$ cat src/tbpc_pkg.sv
package tbpc_pkg;

  localparam int unsigned TimeW = 32;
  localparam int unsigned MsW   = 16;
  localparam int unsigned PortW = 8;

  // button positions in the expander byte, active low
  localparam logic [2:0] UP_BIT   = 3'd0;
  localparam logic [2:0] DOWN_BIT = 3'd4;

  localparam logic [MsW-1:0] HOLD_MS_RST     = 16'd1000;
  localparam logic [MsW-1:0] DEBOUNCE_MS_RST = 16'd50;

  typedef enum logic [1:0] {
    CFG_HOLD_MS          = 2'd0,
    CFG_DEBOUNCE_MS      = 2'd1,
    CFG_EXPANDER_PRESENT = 2'd2
  } cfg_idx_e;

  typedef enum logic [2:0] {
    EV_NONE       = 3'd0,
    EV_BOTH       = 3'd1,
    EV_SHORT_UP   = 3'd2,
    EV_LONG_UP    = 3'd3,
    EV_SHORT_DOWN = 3'd4,
    EV_LONG_DOWN  = 3'd5
  } event_e;

  typedef struct packed {
    logic [MsW-1:0] hold_ms;
    logic [MsW-1:0] debounce_ms;
    logic           expander_present;
  } cfg_t;

endpackage

$ cat src/tbpc_cfg_regs.sv
module tbpc_cfg_regs (
  input  logic                      clk_i,
  input  logic                      rst_ni,
  input  logic                      cfg_we_i,
  input  logic [1:0]                cfg_idx_i,
  input  logic [tbpc_pkg::MsW-1:0]  cfg_wdata_i,
  output tbpc_pkg::cfg_t            cfg_o
);

  tbpc_pkg::cfg_t cfg_q, cfg_d;

  always_comb begin
    cfg_d = cfg_q;
    if (cfg_we_i) begin
      unique case (cfg_idx_i)
        tbpc_pkg::CFG_HOLD_MS:          cfg_d.hold_ms = cfg_wdata_i;
        tbpc_pkg::CFG_DEBOUNCE_MS:      cfg_d.debounce_ms = cfg_wdata_i;
        tbpc_pkg::CFG_EXPANDER_PRESENT: cfg_d.expander_present = cfg_wdata_i[0];
        default:                        cfg_d = cfg_q;
      endcase
    end
  end

  always_ff @(posedge clk_i or negedge rst_ni) begin
    if (!rst_ni) begin
      cfg_q.hold_ms          <= tbpc_pkg::HOLD_MS_RST;
      cfg_q.debounce_ms      <= tbpc_pkg::DEBOUNCE_MS_RST;
      cfg_q.expander_present <= 1'b0;
    end else begin
      cfg_q <= cfg_d;
    end
  end

  assign cfg_o = cfg_q;

endmodule

$ cat src/tbpc_core.sv
module tbpc_core (
  input  logic                        clk_i,
  input  logic                        rst_ni,
  input  logic                        adv_i,
  input  logic [tbpc_pkg::TimeW-1:0]  time_ms_i,
  input  logic [tbpc_pkg::PortW-1:0]  port_byte_i,
  input  tbpc_pkg::cfg_t              cfg_i,
  output tbpc_pkg::event_e            code_o
);

  logic                       up_was_q, up_was_d;
  logic                       down_was_q, down_was_d;
  logic                       both_latch_q, both_latch_d;
  logic [tbpc_pkg::TimeW-1:0] up_start_q, up_start_d;
  logic [tbpc_pkg::TimeW-1:0] down_start_q, down_start_d;

  logic                       up, down;
  logic                       both_rel, latch_mid;
  logic                       up_ev, down_ev;
  logic [tbpc_pkg::TimeW-1:0] up_held, down_held;
  logic [tbpc_pkg::TimeW-1:0] deb_ext, hold_ext;

  assign up   = cfg_i.expander_present & ~port_byte_i[tbpc_pkg::UP_BIT];
  assign down = cfg_i.expander_present & ~port_byte_i[tbpc_pkg::DOWN_BIT];

  assign deb_ext  = {{(tbpc_pkg::TimeW-tbpc_pkg::MsW){1'b0}}, cfg_i.debounce_ms};
  assign hold_ext = {{(tbpc_pkg::TimeW-tbpc_pkg::MsW){1'b0}}, cfg_i.hold_ms};

  // a release only looks at the stored start, never at a same-poll edge
  assign up_held   = time_ms_i - up_start_q;
  assign down_held = time_ms_i - down_start_q;

  assign both_rel  = (~up | ~down) & up_was_q & down_was_q;
  assign latch_mid = both_latch_q | both_rel;
  assign up_ev     = ~up & up_was_q & ~down & ~latch_mid;
  assign down_ev   = ~down & down_was_q & ~up & ~latch_mid;

  always_comb begin
    code_o = tbpc_pkg::EV_NONE;
    if (both_rel) begin
      code_o = tbpc_pkg::EV_BOTH;
    end
    if (up_ev && (up_held > deb_ext)) begin
      code_o = (up_held < hold_ext) ? tbpc_pkg::EV_SHORT_UP : tbpc_pkg::EV_LONG_UP;
    end
    if (down_ev && (down_held > deb_ext)) begin
      code_o = (down_held < hold_ext) ? tbpc_pkg::EV_SHORT_DOWN : tbpc_pkg::EV_LONG_DOWN;
    end
  end

  always_comb begin
    up_was_d     = up_was_q;
    down_was_d   = down_was_q;
    both_latch_d = both_latch_q;
    up_start_d   = up_start_q;
    down_start_d = down_start_q;
    if (adv_i) begin
      up_was_d     = up;
      down_was_d   = down;
      both_latch_d = latch_mid & (up | down);
      if (up && !up_was_q) begin
        up_start_d = time_ms_i;
      end
      if (down && !down_was_q) begin
        down_start_d = time_ms_i;
      end
    end
  end

  always_ff @(posedge clk_i or negedge rst_ni) begin
    if (!rst_ni) begin
      up_was_q     <= 1'b0;
      down_was_q   <= 1'b0;
      both_latch_q <= 1'b0;
      up_start_q   <= '0;
      down_start_q <= '0;
    end else begin
      up_was_q     <= up_was_d;
      down_was_q   <= down_was_d;
      both_latch_q <= both_latch_d;
      up_start_q   <= up_start_d;
      down_start_q <= down_start_d;
    end
  end

endmodule

$ cat src/two_button_press_classifier_unit.sv
// Two-button press classifier: every accepted poll (timestamp plus expander
// byte) yields exactly one event_code result, 0 when nothing is reported.
// A poll is taken into an input register, classified combinationally against the
// button state, and held in a result register; one poll can be accepted every
// cycle unless the input stalls, which it does only while both registers are
// full and the output is stalled.
// Configuration writes must be made while no poll is in flight.
module two_button_press_classifier_unit (
  input  logic                        clk_i,
  input  logic                        rst_ni,
  input  logic                        cfg_we_i,
  input  logic [1:0]                  cfg_idx_i,
  input  logic [tbpc_pkg::MsW-1:0]    cfg_wdata_i,
  input  logic                        in_valid_i,
  output logic                        in_stall_o,
  input  logic [tbpc_pkg::TimeW-1:0]  time_ms_i,
  input  logic [tbpc_pkg::PortW-1:0]  port_byte_i,
  output logic                        out_valid_o,
  input  logic                        out_stall_i,
  output logic [2:0]                  event_code_o
);

  tbpc_pkg::cfg_t             cfg;
  tbpc_pkg::event_e           code;

  logic                       s1_valid_q, s1_valid_d;
  logic [tbpc_pkg::TimeW-1:0] s1_time_q;
  logic [tbpc_pkg::PortW-1:0] s1_port_q;
  logic                       s2_valid_q, s2_valid_d;
  logic [2:0]                 s2_code_q;
  logic                       adv, in_acc;

  tbpc_cfg_regs u_cfg (
    .clk_i       (clk_i),
    .rst_ni      (rst_ni),
    .cfg_we_i    (cfg_we_i),
    .cfg_idx_i   (cfg_idx_i),
    .cfg_wdata_i (cfg_wdata_i),
    .cfg_o       (cfg)
  );

  tbpc_core u_core (
    .clk_i       (clk_i),
    .rst_ni      (rst_ni),
    .adv_i       (adv),
    .time_ms_i   (s1_time_q),
    .port_byte_i (s1_port_q),
    .cfg_i       (cfg),
    .code_o      (code)
  );

  // input stage moves on whenever the result register is free or draining
  assign adv        = s1_valid_q & (~s2_valid_q | ~out_stall_i);
  assign in_stall_o = s1_valid_q & s2_valid_q & out_stall_i;
  assign in_acc     = in_valid_i & ~in_stall_o;

  assign s1_valid_d = in_acc | (s1_valid_q & ~adv);
  assign s2_valid_d = adv | (s2_valid_q & out_stall_i);

  always_ff @(posedge clk_i or negedge rst_ni) begin
    if (!rst_ni) begin
      s1_valid_q <= 1'b0;
      s2_valid_q <= 1'b0;
    end else begin
      s1_valid_q <= s1_valid_d;
      s2_valid_q <= s2_valid_d;
    end
  end

  always_ff @(posedge clk_i) begin
    if (in_acc) begin
      s1_time_q <= time_ms_i;
      s1_port_q <= port_byte_i;
    end
    if (adv) begin
      s2_code_q <= code;
    end
  end

  assign out_valid_o  = s2_valid_q;
  assign event_code_o = s2_code_q;

`ifndef SYNTHESIS
  a_stall_only_when_full: assert property (@(posedge clk_i) disable iff (!rst_ni)
    in_stall_o |-> (s1_valid_q && out_valid_o && out_stall_i))
    else $error("input stalled while pipeline can drain");

  a_accept_fills_stage: assert property (@(posedge clk_i) disable iff (!rst_ni)
    (in_valid_i && !in_stall_o) |=> s1_valid_q)
    else $error("accepted request lost from input stage");

  a_code_legal: assert property (@(posedge clk_i) disable iff (!rst_ni)
    out_valid_o |-> (event_code_o <= tbpc_pkg::EV_LONG_DOWN))
    else $error("illegal event code");

  a_advance_fills_result: assert property (@(posedge clk_i) disable iff (!rst_ni)
    adv |=> out_valid_o)
    else $error("classified request not held in result register");
`endif

endmodule
$ cat config.mk
export PLATFORM = sky130hd
export DESIGN_NAME = two_button_press_classifier_unit
export DESIGN_NICKNAME = d
export VERILOG_FILES = /design/src/tbpc_pkg.sv /design/src/tbpc_cfg_regs.sv /design/src/tbpc_core.sv /design/src/two_button_press_classifier_unit.sv
export SDC_FILE = /design/constraint.sdc
export NUM_CORES = 1
export LEC_CHECK = 0
export BUFFER_PORTS_ARGS = -buffer_cell sky130_fd_sc_hd__buf_2
export CAP_MARGIN = 20
export CELL_PAD_IN_SITES_DETAIL_PLACEMENT = 1
export CELL_PAD_IN_SITES_GLOBAL_PLACEMENT = 2
export CORE_ASPECT_RATIO = 1.75
export CORE_UTILIZATION = 36
export DETAILED_ROUTE_END_ITERATION = 12
export GPL_ROUTABILITY_DRIVEN = 0
export GPL_TIMING_DRIVEN = 0
export PLACE_DENSITY = 0.82
export RECOVER_POWER = 25
export SLEW_MARGIN = 25
export SYNTH_ARGS = -nofsm -noshare
export SYNTH_HDL_FRONTEND = slang
export SYNTH_SLANG_ARGS = --single-unit
$ cat constraint.sdc
create_clock -name clk_i -period 3.5 [get_ports clk_i]
set_input_delay 0.525 -clock clk_i [delete_from_list [all_inputs] [get_ports clk_i]]
set_output_delay 0.525 -clock clk_i [all_outputs]
set_load 0.05 [all_outputs]
# Word level (Yosys, flattened, before mapping)
# Index checks and enable logic that the tools add are counted.
word_totals:
  reg_bits: 142
  input_bits: 63
  output_inout_bits: 5
  word_cells: 70
op_classes:
  n_addsub: 2
  order_cmp: 4
  eq_ne: 2
  n_mux: 5
  bitwise: 32
  n_reduce_logical: 12
ops:
  columns: ["op", "count"]
  rows:
  - ["32-bit by 16-bit > comparator with 1-bit output", 2]
  - ["32-bit by 16-bit < comparator with 1-bit output", 2]
  - ["32-bit subtractor", 2]
  - ["1-bit bitwise AND", 17]
  - ["2-bit AND reduction", 5]
  - ["1-bit inverter", 9]
  - ["3-bit 2-to-1 mux", 2]
  - ["1-bit OR", 6]
  - ["1-bit logical AND", 4]
  - ["1-bit 2-to-1 mux", 3]
  - ["2-bit by 1-bit == test with 1-bit output, second input constant", 1]
  - ["2-bit == test, second input constant", 1]
  - ["1-bit logical NOT", 2]
  - ["2-bit logical NOT", 1]

# Depth between registers and ports, before layout
depth:
  word_depth: 12
  mapped_depth: 21
  depth_no_buf: 21

# Modules after synthesis
# Synthesis repeated with hierarchy kept, for this count alone.
unflattened:
  hier_cells: 1155
  area_unflattened_um2: 10585.2
by_module_without_submodules:
  columns: ["mod", "n_inst", "cells_each", "area_each_um2", "seq_area_each_um2"]
  rows:
  - ["tbpc_core", 1, 1033, 7936.4, 1676.6]
  - ["two_button_press_classifier_unit", 1, 51, 1383.8, 1341.3]
  - ["tbpc_cfg_regs", 1, 71, 1265.0, 837.1]

# Worst setup path after synthesis
# Ideal clock, no wire load.
synth_timing:
  kind: "flip-flop to flip-flop"
  from: "register s1_time_q[0] (netlist name)"
  to: "register s2_code_q[0] (netlist: event_code_o[0]), data pin"
  setup_ps: 265
  arrival_time_ps: 3617
  required_time_ps: 3235
  slack_ps: -382
  path_stages_with_launch: 17
  n_path_buf: 0
  period_less_slack_ps: 3882
  cell_sequence: "edfxtp_1 > inv_1 > ha_1 > fa_1 > nand2b_1 > a21oi_2 > o21ai_0 > o31ai_1 > xor2_1 > ha_1 > nand4_1 > or2_2 > o32ai_1 > o21ai_0 > nand4b_1 > a2111oi_2 > nor3_1"
synth_via:
  elab_chain_cells: 5
  word_cells_on_any_way: 12
  cone_classes: "2 x add/sub; 4 x order compare; 4 x mux; 2 x reduce/logical"
synth_lines:
  columns: ["element", "line", "rtl"]
  rows:
  - ["start, declared", "two_button_press_classifier_unit.sv:27", "logic [tbpc_pkg::TimeW-1:0] s1_time_q;"]
  - ["start signal, assigned", "two_button_press_classifier_unit.sv:72", "s1_time_q <= time_ms_i;"]
  - ["32-bit subtractor", "tbpc_core.sv:30", "assign up_held = time_ms_i - up_start_q;"]
  - ["32-bit by 16-bit < comparator with 1-bit output / 32-bit by 16-bit > comparator with 1-bit output (equally long branches)", "tbpc_core.sv:44, tbpc_core.sv:43", null]
  - ["1-bit 2-to-1 mux / 1-bit logical AND (equally long branches)", "tbpc_core.sv:44, tbpc_core.sv:43", null]
  - ["3-bit 2-to-1 mux", "tbpc_core.sv:43", "if (up_ev && (up_held > deb_ext)) begin"]
  - ["3-bit 2-to-1 mux *", "tbpc_core.sv:46", "if (down_ev && (down_held > deb_ext)) begin"]
  - ["net code[0]", "two_button_press_classifier_unit.sv:24", "tbpc_pkg::event_e code;"]
  - ["end signal, assigned", "two_button_press_classifier_unit.sv:76", "s2_code_q <= code;"]
  - ["end, declared", "two_button_press_classifier_unit.sv:30", "logic [2:0] s2_code_q;"]
# The timed path passes the listed nets; every way through them passes the cells marked *.
# A chain may end at the register's enable or synchronous reset.

# Worst setup path after layout
# Same ends and word-level chain as after synthesis.

==> impl_metrics.tcl <==
set metrics [dict create \
    ant_nets 0 \
    worst_slew_pin_slew_ns 1.89 \
    reg2reg_slack_ns -0.77 \
    synthArstFlopShare_pct 73.4 \
    placementRows 83 \
    finalMaxSlewViolations 65 \
    period_needed_ns 4.27 \
    r2r_cells 20 \
    num_vias 9168 \
    holdWs_ns 0.240 \
    r2r-end "event_code_o[0]" \
    drt_pass1_iterations 4 \
    cts_made_buffers 17 \
    antenna_found_initial 0 \
    grt_pass1_wl_um 52500 \
    fin_nets 1462 \
    drv_cap 1 \
    clock_latency_ns 0.46 \
    drive_above_1_share_pct 26.4 \
    cts_tree "yes" \
    n_fill_cell 3389 \
    cp.required_ns 3.69 \
    die_h_um 230 \
    synth-main-ff-cell "dfrtp_1" \
    grtUsageTotal_pct 22.8 \
    worstSetupStartpointType "flip-flop" \
    fin_tns_setup_ns -1.21 \
    seqCellArea_sq_mm 0.00367 \
    fin_skew_ns 0.00862 \
    wire_per_inst_um 20.2 \
    clock-sinks 139 \
    ys_seq_area_share_pct 34.5 \
    violations "max-capacitance violations, max-slew violations, negative setup slack" \
    power_density_mw_per_mm2 997 \
    initial_core_util_pct 36.4 \
    hold_end "s1_port_q[0]" \
    crit_fanout 3 \
    cp.arrival_ns 4.46 \
    drc 0 \
    die_x_um 132 \
    ir_drop_mv 0.443 \
    outcome "finished with violations" \
    io_pins 68 \
    worstHoldPathType "input pin to flip-flop" \
    core_area_sq_mm 0.0293 \
    max_freq_ghz 0.234 \
    cts_root_buffer "clkbuf_16" \
    synthCells 1142 \
    area_growth_pct 22.5 \
    synth-edff-count 37 \
    clk_pin_slew_ns 0.07 \
    hpwl_um 26700 \
    setup_slack_ns -0.766 \
    totalWireLength_um 33600 \
    avgSynthCellArea_sq_um 9.34 \
    synth.distinct_cells 71 \
    ys_warn_count 0 \
    grt_pass1_vias 9865 \
    multi_input_area_sq_mm 0.00699 \
    final-setup-viol-count 3 \
    r2r-start "s1_time_q[0]" \
    fin_crit_sh_pct 122 \
    ys_ff_latch 139 \
    grt_overflow 0 \
    port_buffers 61 \
    relSlewSlack_pct -25.9 \
    drt_iter0_drc 255 \
    leakage_nw 5.85 \
    cts.path.max_buffers 2 \
    critical_path_class "flip-flop to flip-flop" \
    die_area_sq_mm 0.0303 \
    worstSetupEndpointType "flip-flop" \
    grt_start_max_net_pins 66 \
    rsz0062_at_grt "true" \
    syn_nets 1331 \
    syn_area_sq_mm 0.0107 \
    finalHoldViolations 0 \
    antennaDiodeCount 0 \
    htree_levels 4 \
    min-delay-start "port_byte_i[0]" \
    vias_per_cell 5.50 \
    min_path_cells 1 \
]
[placed cells by master (no fill, tap or decap), types with 12 or more instances in the layout]
| cell | netlist | layout |
|---|---|---|
| buf_2 | 13 | 72 |
| nand2_1 | 88 | 87 |
| a21oi_1 | 81 | 64 |
| o21a_1 | 18 | 18 |
| dfrtp_1 | 93 | 93 |
| nand4_1 | 29 | 29 |
| edfxtp_1 | 37 | 37 |
| inv_1 | 109 | 108 |
| buf_4 | 1 | 46 |
| xor2_1 | 17 | 15 |
| clkbuf_16 | 0 | 18 |
| mux2_2 | 79 | 79 |
| o21ai_0 | 63 | 53 |
| xnor2_1 | 22 | 16 |
| ha_4 | 0 | 15 |
| nor2_1 | 58 | 56 |
| nor3_1 | 25 | 20 |
| clkbuf_1 | 24 | 24 |
| a21o_1 | 46 | 46 |
| o211ai_1 | 21 | 21 |
| nand2b_1 | 13 | 12 |
| ha_1 | 124 | 107 |
| a21oi_2 | 2 | 17 |
[power breakdown]
part	switching, mW	total (mW)	internal [mW]
logic	4.95	8.70	3.75
registers	0.268	2.42	2.15
clock network	0.843	1.91	1.06
total	6.07	13.0	6.96
[critical path, cell delays in order (launching register included)]
cell,delay (ns)
edfxtp_1,0.37
inv_2,0.07
ha_4,0.17
inv_1,0.06
fa_2,0.21
a21o_1,0.15
nand4_1,0.31
a211o_1,0.42
and2_4,0.17
o21ai_1,0.15
xor2_1,0.15
buf_4,0.15
ha_1,0.25
nor2b_1,0.17
o21ai_1,0.16
o311a_1,0.23
o21ai_1,0.08
o31a_1,0.13
buf_4,0.14
a2111oi_2,0.35
nor3_2,0.10
[stage by stage]
step	util, %	cell area [sq um]	total power, mW	instances	worst slack [ns]
finish	44.6	13100	13.0	1668	-0.766
global route	44.6	13100	14.1	1668	-0.886
CTS	43.9	12900	12.7	1652	-0.755
detailed placement	39.7	11600	9.94	1588	-1.29
global placement	39.5	11600	9.66	1585	-1.26
floorplan	-	10800	7.82	1142	-0.0145
[kinds of logic after synthesis]
logic type	Yosys count	share of synthesized area (%)
compound gates	321	19.8
mux	88	9.19
flops	139	34.5
buf+inv	147	5.36
simple gates	282	13.0
xor+xnor	39	3.20
fa+ha+maj	126	14.9
[Yosys cell counts (all sizes together) (11+ instances only)]
cell	number	area (sq um)
a21o	46	345
a21oi	83	423
buf	14	72.6
clkbuf	24	90.1
dfrtp	93	2330
edfxtp	37	1110
ha	124	1550
inv	109	409
mux2	79	890
nand2	88	330
nand2b	13	81.3
nand4	29	181
nor2	58	218
nor3	25	125
nor4	11	75.1
o211ai	21	158
o21a	18	135
o21ai	68	340
xnor2	22	193
xor2	17	149
[how the worst max path moves through the flow]
stage	depth (start not counted)	endpoint	from
after floorplan	15	event_code_o[0]	s1_time_q[1]
after global placement	16	event_code_o[0]	s1_time_q[4]
after detailed placement	16	event_code_o[0]	s1_time_q[4]
after CTS	18	event_code_o[0]	s1_time_q[0]
after global routing	20	event_code_o[0]	s1_time_q[0]
final	20	event_code_o[0]	s1_time_q[0]
[layer usage]
| metal | vias up | part of all wire [%] | GRT usage (%) |
|---|---|---|---|
| met4 | 0 | 6.7 | 14.6 |
| met3 | 82 | 1.7 | 3.22 |
| met2 | 142 | 57 | 45.9 |
| met5 | - | 0 | 0 |
| li1 | 4426 | - | - |
| met1 | 4518 | 35 | 20.8 |
[layout make-up]
type                    count  area share, %
inverters                 109           3.13
well taps                 382           3.66
multi-input cells         856           53.5
repair buffers            112           5.57
flip-flops and latches    139           28.1
plain buffers              38           1.29
clock inverters            14           1.29
clock buffers              18           3.45
[state kept, by name (all words and copies together), names as in the netlist]
register and flops:
u_cfg.cfg_o 33, s1_time_q 32, u_core.down_start_q 32, u_core.up_start_q 32
event_code_o 3, s1_port_q 2, out_valid_o 1, s1_valid_q 1
u_core.both_latch_q 1, u_core.down_was_q 1, u_core.up_was_q 1
[what timing repair did]
item / in CTS / in global routing
setup buffers: 32 / 16
endpoints found under the setup margin: 3 / 3
pin swaps: 38 / 33
resized for setup: 66 / 24
hold buffers: 0 / 0
Power figures use the tool's default switching activity.
